===== src/hdl/smf_pkg.sv =====
// smf_pkg: shared types for the sliding median filter
// no dependencies; used by smf_rank and sliding_median_filter_unit
`timescale 1ns / 1ps
`default_nettype none

package smf_pkg;

  // sequencer states, one-hot
  typedef enum logic [2:0] {
    S_IDLE = 3'b001,
    S_SCAN = 3'b010,
    S_HOLD = 3'b100
  } state_t;

  // per-step request from the sequencer to the rank unit
  typedef struct packed {
    logic active;
    logic last;
  } step_t;

endpackage

`default_nettype wire


===== src/hdl/smf_if.sv =====
// smf_sample_if, smf_median_if: valid/ready stream channels for samples and medians
// no dependencies
`timescale 1ns / 1ps
`default_nettype none

interface smf_sample_if #(
  parameter int SAMPLE_WIDTH = 16
);
  logic                           valid;
  logic                           ready;
  logic signed [SAMPLE_WIDTH-1:0] sample;

  modport source (output valid, output sample, input ready);
  modport sink   (input valid, input sample, output ready);
endinterface

interface smf_median_if #(
  parameter int SAMPLE_WIDTH = 16
);
  logic                           valid;
  logic                           ready;
  logic signed [SAMPLE_WIDTH-1:0] median;

  modport source (output valid, output median, input ready);
  modport sink   (input valid, input median, output ready);
endinterface

`default_nettype wire


===== src/hdl/smf_rank.sv =====
// smf_rank: stable rank of one window entry against the whole window
// depends on smf_pkg
`timescale 1ns / 1ps
`default_nettype none

module smf_rank #(
  parameter int WINDOW       = 10,
  parameter int SAMPLE_WIDTH = 16,
  localparam int IW = $clog2(WINDOW),
  localparam int CW = $clog2(WINDOW + 1)
) (
  input  wire logic signed [SAMPLE_WIDTH-1:0] win [WINDOW],
  input  wire logic        [IW-1:0]           idx,
  input  wire smf_pkg::step_t                 step,
  output logic                                is_median
);

  localparam int MID = WINDOW / 2;

  logic signed [SAMPLE_WIDTH-1:0] cand;
  logic        [CW-1:0]           rank;

  assign cand = win[idx];

  // entries below the candidate, ties broken by position
  always_comb begin
    rank = '0;
    for (int j = 0; j < WINDOW; j++) begin
      if ((win[j] < cand) || ((win[j] == cand) && (IW'(j) < idx))) begin
        rank = rank + CW'(1);
      end
    end
  end

  assign is_median = step.active && (rank == CW'(MID));

endmodule

`default_nettype wire


===== src/hdl/sliding_median_filter_unit.sv =====
// sliding_median_filter_unit: upper median over a sliding window of samples
// a new sample is accepted only in idle, after the previous median has been
// loaded into the output register; the scan takes one rank step per window
// entry through the shared rank unit
// reset: synchronous active-high rst zeroes the window and empties the output
// depends on smf_pkg, smf_if (smf_sample_if, smf_median_if), smf_rank
`timescale 1ns / 1ps
`default_nettype none

module sliding_median_filter_unit #(
  parameter int WINDOW       = 10,
  parameter int SAMPLE_WIDTH = 16
) (
  input  wire logic        clk,
  input  wire logic        rst,
  smf_sample_if.sink       feed,
  smf_median_if.source     result
);

  localparam int IW = $clog2(WINDOW);

  smf_pkg::state_t                state;
  logic signed [SAMPLE_WIDTH-1:0] win [WINDOW];
  logic        [IW-1:0]           idx;
  logic                           found;
  logic signed [SAMPLE_WIDTH-1:0] held;
  logic                           out_valid;
  logic signed [SAMPLE_WIDTH-1:0] out_median;
  smf_pkg::step_t                 step;
  logic                           is_median;
  logic                           in_beat;
  logic                           out_free;

  assign in_beat  = feed.valid && feed.ready;
  assign out_free = !out_valid || result.ready;

  assign feed.ready    = (state == smf_pkg::S_IDLE);
  assign result.valid  = out_valid;
  assign result.median = out_median;

  assign step.active = (state == smf_pkg::S_SCAN);
  assign step.last   = (idx == IW'(WINDOW - 1));

  smf_rank #(
    .WINDOW       (WINDOW),
    .SAMPLE_WIDTH (SAMPLE_WIDTH)
  ) u_rank (
    .win       (win),
    .idx       (idx),
    .step      (step),
    .is_median (is_median)
  );

  // delay line, newest at entry 0
  always_ff @(posedge clk) begin
    if (rst) begin
      for (int i = 0; i < WINDOW; i++) begin
        win[i] <= '0;
      end
    end else if (in_beat) begin
      win[0] <= feed.sample;
      for (int i = 1; i < WINDOW; i++) begin
        win[i] <= win[i-1];
      end
    end
  end

  // sequencer
  always_ff @(posedge clk) begin
    if (rst) begin
      state <= smf_pkg::S_IDLE;
      idx   <= '0;
      found <= 1'b0;
    end else begin
      unique case (state)
        smf_pkg::S_IDLE: begin
          if (in_beat) begin
            state <= smf_pkg::S_SCAN;
            idx   <= '0;
            found <= 1'b0;
          end
        end
        smf_pkg::S_SCAN: begin
          if (is_median) begin
            found <= 1'b1;
          end
          if (step.last) begin
            state <= smf_pkg::S_HOLD;
          end else begin
            idx <= idx + IW'(1);
          end
        end
        smf_pkg::S_HOLD: begin
          if (out_free) begin
            state <= smf_pkg::S_IDLE;
          end
        end
        default: begin
          state <= smf_pkg::S_IDLE;
        end
      endcase
    end
  end

  always_ff @(posedge clk) begin
    if (is_median) begin
      held <= win[idx];
    end
  end

  // output register
  always_ff @(posedge clk) begin
    if (rst) begin
      out_valid <= 1'b0;
    end else begin
      if ((state == smf_pkg::S_HOLD) && out_free) begin
        out_valid <= 1'b1;
      end else if (result.valid && result.ready) begin
        out_valid <= 1'b0;
      end
    end
  end

  always_ff @(posedge clk) begin
    if ((state == smf_pkg::S_HOLD) && out_free) begin
      out_median <= held;
    end
  end

`ifndef SYNTH
  a_beat_starts_scan: assert property (@(posedge clk) disable iff (rst)
    in_beat |=> (state == smf_pkg::S_SCAN) && (idx == '0))
    else $error("sample beat did not start a scan at entry zero");

  a_hold_has_median: assert property (@(posedge clk) disable iff (rst)
    (state == smf_pkg::S_HOLD) |-> found)
    else $error("scan finished without a median");

  a_scan_ends_in_hold: assert property (@(posedge clk) disable iff (rst)
    (step.active && step.last) |=> (state == smf_pkg::S_HOLD))
    else $error("scan overran the window");

  a_out_from_hold: assert property (@(posedge clk) disable iff (rst)
    $rose(out_valid) |-> $past(state == smf_pkg::S_HOLD))
    else $error("result beat raised outside hold");

  a_no_accept_busy: assert property (@(posedge clk) disable iff (rst)
    (state != smf_pkg::S_IDLE) |-> !feed.ready)
    else $error("sample accepted while scanning");
`endif

endmodule

`default_nettype wire

===== src/flat_wrapper.sv =====
// flat-port wrapper written by rule: the top's interface ports become plain ports
module sliding_median_filter_unit_flat 
#(
  parameter int WINDOW       = 10,
  parameter int SAMPLE_WIDTH = 16
)
  (clk, rst, feed_valid, feed_sample, feed_ready, result_valid, result_median, result_ready);
  smf_sample_if #(.SAMPLE_WIDTH(SAMPLE_WIDTH)) feed_i ();
  smf_median_if #(.SAMPLE_WIDTH(SAMPLE_WIDTH)) result_i ();
  input  wire logic clk;
  input  wire logic rst;
  input wire logic [$bits(feed_i.valid)-1:0] feed_valid;
  input wire logic [$bits(feed_i.sample)-1:0] feed_sample;
  output wire logic [$bits(feed_i.ready)-1:0] feed_ready;
  output wire logic [$bits(result_i.valid)-1:0] result_valid;
  output wire logic [$bits(result_i.median)-1:0] result_median;
  input wire logic [$bits(result_i.ready)-1:0] result_ready;
  assign feed_i.valid = feed_valid;
  assign feed_i.sample = feed_sample;
  assign feed_ready = feed_i.ready;
  assign result_valid = result_i.valid;
  assign result_median = result_i.median;
  assign result_i.ready = result_ready;
  sliding_median_filter_unit #(.WINDOW(WINDOW), .SAMPLE_WIDTH(SAMPLE_WIDTH)) u_core (.clk(clk), .rst(rst), .feed(feed_i), .result(result_i));
endmodule

===== config.mk =====
export PLATFORM = sky130hd
export DESIGN_NAME = sliding_median_filter_unit_flat
export DESIGN_NICKNAME = d
export VERILOG_FILES = /design/src/hdl/smf_pkg.sv /design/src/hdl/smf_if.sv /design/src/hdl/smf_rank.sv /design/src/hdl/sliding_median_filter_unit.sv /design/src/flat_wrapper.sv
export SDC_FILE = /design/constraint.sdc
export NUM_CORES = 1
export LEC_CHECK = 0
export BUFFER_PORTS_ARGS = -buffer_cell sky130_fd_sc_hd__buf_2
export CAP_MARGIN = 5
export CELL_PAD_IN_SITES_DETAIL_PLACEMENT = 0
export CELL_PAD_IN_SITES_GLOBAL_PLACEMENT = 2
export CORE_MARGIN = 2
export CORE_UTILIZATION = 43
export DETAILED_ROUTE_END_ITERATION = 7
export PLACE_DENSITY_LB_ADDON = 0.1
export SYNTH_ARGS = -nofsm -noshare
export SYNTH_HDL_FRONTEND = slang
export SYNTH_SLANG_ARGS = --single-unit

===== constraint.sdc =====
create_clock -name clk -period 22.8 [get_ports clk]
set_input_delay 3.42 -clock clk [delete_from_list [all_inputs] [get_ports clk]]
set_output_delay 3.42 -clock clk [all_outputs]
set_load 0.01 [all_outputs]

# Word-level counts from Yosys, hierarchy flattened
# Cells that the tools add are included.
[classes] addsub=10 order_cmp=21 reduce_logical=30 n_bitwise=1 mux=22 eq_ne=19
[ops] cell="16-bit equality test" count=10
[ops] cell="16-bit less-than comparator" count=10
[ops] cell="16-bit binary-select mux with 4-bit select" count=1
[ops] cell="4-bit 2-to-1 mux" count=11
[ops] cell="4-bit by 1-bit adder with 4-bit output, second input constant" count=10
[ops] cell="16-bit 2-to-1 mux" count=2
[ops] cell="3-bit by 4-bit less-than comparator with 1-bit output, first input constant" count=4
[ops] cell="1-bit logical AND" count=14
[ops] cell="1-bit logical OR" count=11
[ops] cell="3-bit 2-to-1 mux" count=3
[ops] cell="3-bit case mux with 3 select lines" count=1
[ops] cell="1-bit by 4-bit less-than comparator with 1-bit output, first input constant" count=2
[ops] cell="2-bit by 4-bit less-than comparator with 1-bit output, first input constant" count=2
[ops] cell="4-bit less-than comparator, first input constant" count=2
[ops] cell="4-bit case mux with 2 select lines" count=1
[ops] cell="3-bit AND reduction" count=2
[ops] cell="5-bit >= comparator, second input constant" count=1
[ops] cell="4-bit inverter with 5-bit output" count=1
[ops] cell="4-bit by 3-bit equality test with 1-bit output, second input constant" count=1
[ops] cell="4-bit equality test, second input constant" count=1
[ops] cell="2-bit by 1-bit != test with 1-bit output, second input constant" count=2
[ops] cell="2-bit != test, second input constant" count=2
[ops] cell="2-bit nonzero test" count=2
[ops] cell="3-bit by 1-bit equality test with 1-bit output, second input constant" count=1
[ops] cell="other kinds (4)" count=6
[totals] regBits=200 in_bits=20

# Depth between registers and ports, before layout
[logic_depth] word_depth=28 mapped_depth=48 ltp_nobuf=45

# Modules after synthesis
# Synthesis repeated with hierarchy kept, for this count alone.
[unflattened] hier_cells=1548 hier_area_um2=13943.4
[modules_own_cells] module="sliding_median_filter_unit" cells_per_inst=904 seq_area_each_um2=4324.1 instances=1 area_each_um2=8160.3
[modules_own_cells] module="smf_rank" cells_per_inst=644 seq_area_each_um2=0.0 instances=1 area_each_um2=5783.0

# Least setup slack after synthesis
# OpenSTA, ideal clock, no wires.
[synth_timing] path_kind="register to register" start="register u_core.idx[0]" end="register u_core.held[0] (enable)" path_slack_ns=12.624 required_time_ns=22.400 arrival_ns=9.776 path_stages_with_launch=48 synth_period_minus_slack_ns=10.176 cell_sequence="dfxtp_1 -> clkbuf_1 -> clkbuf_1 -> clkbuf_1 -> buf_1 -> mux2i_1 -> o22ai_1 -> ha_1 -> nor2b_1 -> o21a_1 -> o21a_1 -> o21a_1 -> o21ai_0 -> nand2b_1 -> a21oi_1 -> nor2b_1 -> o21ai_0 -> nand2_1 -> [... 12 more ...] -> inv_1 -> a21oi_1 -> ha_1 -> nand2_1 -> nand2_1 -> ha_1 -> nor2b_1 -> a21oi_1 -> ha_1 -> mux2_2 -> ha_1 -> mux2_2 -> ha_1 -> nand2b_1 -> a2bb2oi_1 -> o211ai_1 -> nand3_1 -> nor4_2"
[synth_between] elab_chain_len=28
[synth_rtl] item="start, declared" line_no="sliding_median_filter_unit.sv:24" rtl="logic [IW-1:0] idx;"
[synth_rtl] item="start signal, assigned" line_no="sliding_median_filter_unit.sv:90" rtl="idx <= idx + IW'(1);"
[synth_rtl] item="4-bit inverter with 5-bit output (not written as such) *" line_no="smf_rank.sv:23" rtl="assign cand = win[idx];"
[synth_rtl] item="16-bit binary-select mux with 4-bit select *" line_no="smf_rank.sv:23"
[synth_rtl] item="16-bit 2-to-1 mux (not written as such) * (2 in series)" line_no="smf_rank.sv:23"
[synth_rtl] item="net u_core.u_rank.cand[0]" line_no="smf_rank.sv:20" rtl="logic signed [SAMPLE_WIDTH-1:0] cand;"
[synth_rtl] item="parallel branches: the longest is 21 deep, another holds 16-bit less-than comparator"
[synth_rtl] item="4-bit 2-to-1 mux *" line_no="smf_rank.sv:29" rtl="if ((win[j] < cand) || ((win[j] == cand) && (IW'(j) < idx))) begin"
[synth_rtl] item="4-bit by 3-bit equality test with 1-bit output *" line_no="smf_rank.sv:35" rtl="assign is_median = step.active && (rank == CW'(MID));"
[synth_rtl] item="1-bit logical AND *" line_no="smf_rank.sv:35"
[synth_rtl] item="net u_core.is_median" line_no="sliding_median_filter_unit.sv:30" rtl="logic is_median;"
[synth_rtl] item="end signal, assigned" line_no="sliding_median_filter_unit.sv:107" rtl="held <= win[idx];"
[synth_rtl] item="end, declared" line_no="sliding_median_filter_unit.sv:26" rtl="logic signed [SAMPLE_WIDTH-1:0] held;"
# Mark *: on every way through the listed nets, which the timed path passes. The select of a mux whose other input is x is not followed.
# A chain may end at the register's enable or synchronous reset.

# Worst setup path after layout
[layout_timing] start="register u_core.idx[0]" end="register u_core.held[3] (enable)"
[layout_between] elab_chain_len=28
[layout_rtl] item="parallel branches: the longest is 25 deep, another holds 16-bit less-than comparator"
[layout_rtl] item="4-bit 2-to-1 mux *" line_no="smf_rank.sv:29"
[layout_rtl] item="4-bit by 3-bit equality test with 1-bit output *" line_no="smf_rank.sv:35"
[layout_rtl] item="1-bit logical AND *" line_no="smf_rank.sv:35"
[layout_rtl] item="net u_core.is_median" line_no="sliding_median_filter_unit.sv:30"
# Marked as above.

==> impl_metrics.toml <==
[status]
status = "completed"

[setup_path]
path_delay_family = "adder cells"
cp-end-kind = "register"
critPathMaxFanout = 36
cp-start-kind = "register"
path_buf_inv = 4
worstPathArrival_ps = 10280
cp_slowest_cell = "nor4_4"
path_class = "reg -> reg"
critPathMaxStageDelay_ps = 960
r2r_slack_ps = 12600
cp_common_cell = "ha_1"
cp.required_ps = 22880

[clock_tree]
cts_sinks = 200
clockBufferDepth = 2
cts_setup_buffers = 0
clk_latency_ps = 470
cts_tree = "yes"
cts.htree.levels = 4
clkTransAtPathRegs_ps = 70
cts-root-buf = "clkbuf_16"
cts_resized = 0
cts_buffers = 17
holdBufCountCts = 0

[power_and_ir_drop]
leakage_nw = 5.214
cellPowerDensity_nw_per_um2 = 86.50
peakVddDrop_v = 0.00006865
total_power_mw = 1.177

[sta]
finalHoldViolations = 0
fin_crit_sh_pct = 44.75
relSlewSlack_pct = 24.29
fin_crit_ps = 10200
worstMarginPinSlew_ps = 1131
timing.fmax_mhz = 98.00
finalSetupTns_ps = 0
rsz0062_at_grt = "false"
skew_ps = 14.46
finalMaxSlewViolations = 0
setup_viol = 0

[floorplanning]
die_x_um = 174.4
core_um2 = 28630
io_pins = 38
rows = 62
start_util_pct = 43.60
die_h_um = 174.4
dieArea_um2 = 30400

[drt]
wl_mm = 38.87
first_iter_violations = 812
wire_per_inst_um = 21.29
drt_pass1_iterations = 6
drc = 0
via_count = 10415
ant_nets = 0
via_per_inst = 5.704

[yosys]
async_flop_share_pct = 0
netlist_top_cells_count = "nand2_1 (370), a21oi_1 (206), ha_1 (171)"
synth_simple_gate_area_share_pct = 18.29
syn_area_um2 = 12480
synthAdderAreaFrac_pct = 17.14
synth.distinct_cells = 71
synth_nets = 1623
syn_inst = 1432
synth_edf_count = 32
ys_seq_area_share_pct = 34.65
synth_area_leaders = "dfxtp_1 (27%), ha_1 (17%), nand2_1 (11%), a21oi_1 (8.3%), edfxtp_1 (7.7%)"
synth_warnings = 0
avgSynthCellArea_um2 = 8.716
synth_top_family_by_area = "simple AND/OR/NAND/NOR gates"
synth_top_area_share_pct = 26.95
yosysMostFrequentCell = "nand2_1"
synth-seq-cells = 200
synthFlopType = "dfxtp_1"
yosys.area_share.xor_xnor_pct = 1.784
muxShareOfSynthArea_pct = 8.872
synth_compound_area_share_pct = 15.90
yosysTopAreaCell = "dfxtp_1"

[final_layout]
drive_gt1_share_pct = 9.160
area_growth_pct = 8.992
fill_cells = 2766
fin_nets = 1619

[global_route]
first_global_vias = 10012
grt_start_max_net_pins = 104
antenna_found_initial = 2
grt_overflow = 0
grt_first_pass_wirelength_mm = 60.26
grt_usage_pct = 26.07

[placed_design]
port_buffers = 37
hpwl_mm = 28.46
gp_congestion = 0.8950

[min_path]
min_path_type = "reg -> reg"

[run]
max_cap_viol_count = 0
==> layer usage <==
| layer | up-vias | track usage, % | part of all wire, % |
|---|---|---|---|
| li1 | 5107 | - | - |
| met1 | 5034 | 34.90 | 47 |
| met2 | 227 | 42.66 | 46 |
| met3 | 47 | 4.374 | 4.5 |
| met4 | 0 | 8.894 | 2.4 |
| met5 | - | 0 | 0 |
==> per-stage QoR <==
stage	setup slack (ps)	instance area (um^2)	hold slack (ps)	util (%)	cells
finish	12600	13600	422.9	47.52	1826
detailed placement	12600	12990	405.4	45.39	1793
floorplan	12620	12480	400.3	-	1432
global placement	12730	12990	406.4	45.39	1793
global route	11790	13600	429.8	47.51	1825
CTS	12550	13600	426.0	47.51	1825
==> worst reg2reg max path, delay by kind of cell, from the launching register on <==
| kind | cells | cell delay (ps) |
|---|---|---|
| adder cells (fa/ha/maj) | 9 | 2670 |
| AO/OA/AOI/OAI | 12 | 2460 |
| AND/OR/NAND/NOR | 11 | 1870 |
| multiplexers | 4 | 1390 |
| buffers and inverters | 4 | 860 |
| flip-flops | 1 | 550 |
==> report_power, final <==
group / switching, mW / internal [mW] / total, mW
clock network: 0.155 / 0.153 / 0.308
registers: 0.00754 / 0.366 / 0.374
logic: 0.272 / 0.223 / 0.495
==> sequential cells by signal, summed over array words and instances, names as in the netlist <==
| register | count |
|---|---|
| u_core.result.median | 16 |
| u_core.held | 16 |
| u_core.state | 3 |
| u_core.idx | 4 |
| u_core.win | 160 |
| u_core.result.valid | 1 |
==> cells in the final DEF, fill, tap and decap left out, types with 5 or more instances in the layout <==
cell type | netlist | layout
nand2_1 | 370 | 369
a21oi_1 | 206 | 206
ha_1 | 171 | 171
dfxtp_1 | 168 | 166
inv_1 | 41 | 41
nor2_1 | 36 | 36
buf_2 | 0 | 36
mux2i_1 | 33 | 33
mux4_2 | 32 | 32
edfxtp_1 | 32 | 32
nand4_1 | 30 | 30
o21ai_0 | 23 | 23
nor2b_1 | 22 | 22
clkbuf_16 | 0 | 18
o22a_1 | 17 | 17
a21o_1 | 16 | 16
nand3_1 | 16 | 16
o21a_1 | 14 | 14
nor3_1 | 14 | 14
nand2b_1 | 11 | 11
buf_4 | 0 | 11
xnor2_1 | 7 | 7
xor2_1 | 7 | 7
o211ai_1 | 6 | 6
nor4_1 | 5 | 5
o22ai_1 | 5 | 5
a211oi_1 | 5 | 5
a21boi_0 | 5 | 5
a31oi_1 | 5 | 5
clkinv_8 | 0 | 5
==> final cells by class <==
cell class / instances / area [um^2] / share of cell area [%]
multi-input combinational: 1120 / 7755 / 57.01
sequential: 200 / 4329 / 31.82
tap: 384 / 480.5 / 3.532
clock buffer: 18 / 450.4 / 3.311
timing repair buffer: 48 / 274.0 / 2.014
clock inverter: 14 / 157.7 / 1.159
inverter: 41 / 153.9 / 1.131
antenna: 1 / 2.502 / 0.01840
==> final timing paths <==
kind	from	to	cells after the start
max reg2reg	u_core.idx[0]	u_core.held[3]	40
min reg2reg	u_core.held[3]	u_core.result.median[3]	0
min	u_core.held[3]	u_core.result.median[3]	0
max	u_core.idx[0]	u_core.held[3]	40
==> kinds of logic after synthesis <==
kind of cell,count (synthesis)
compound gates,334
xor+xnor,19
fa+ha+maj,171
buf+inv,112
flops,200
mux,69
simple gates,527
Power figures use the tool's default switching activity.
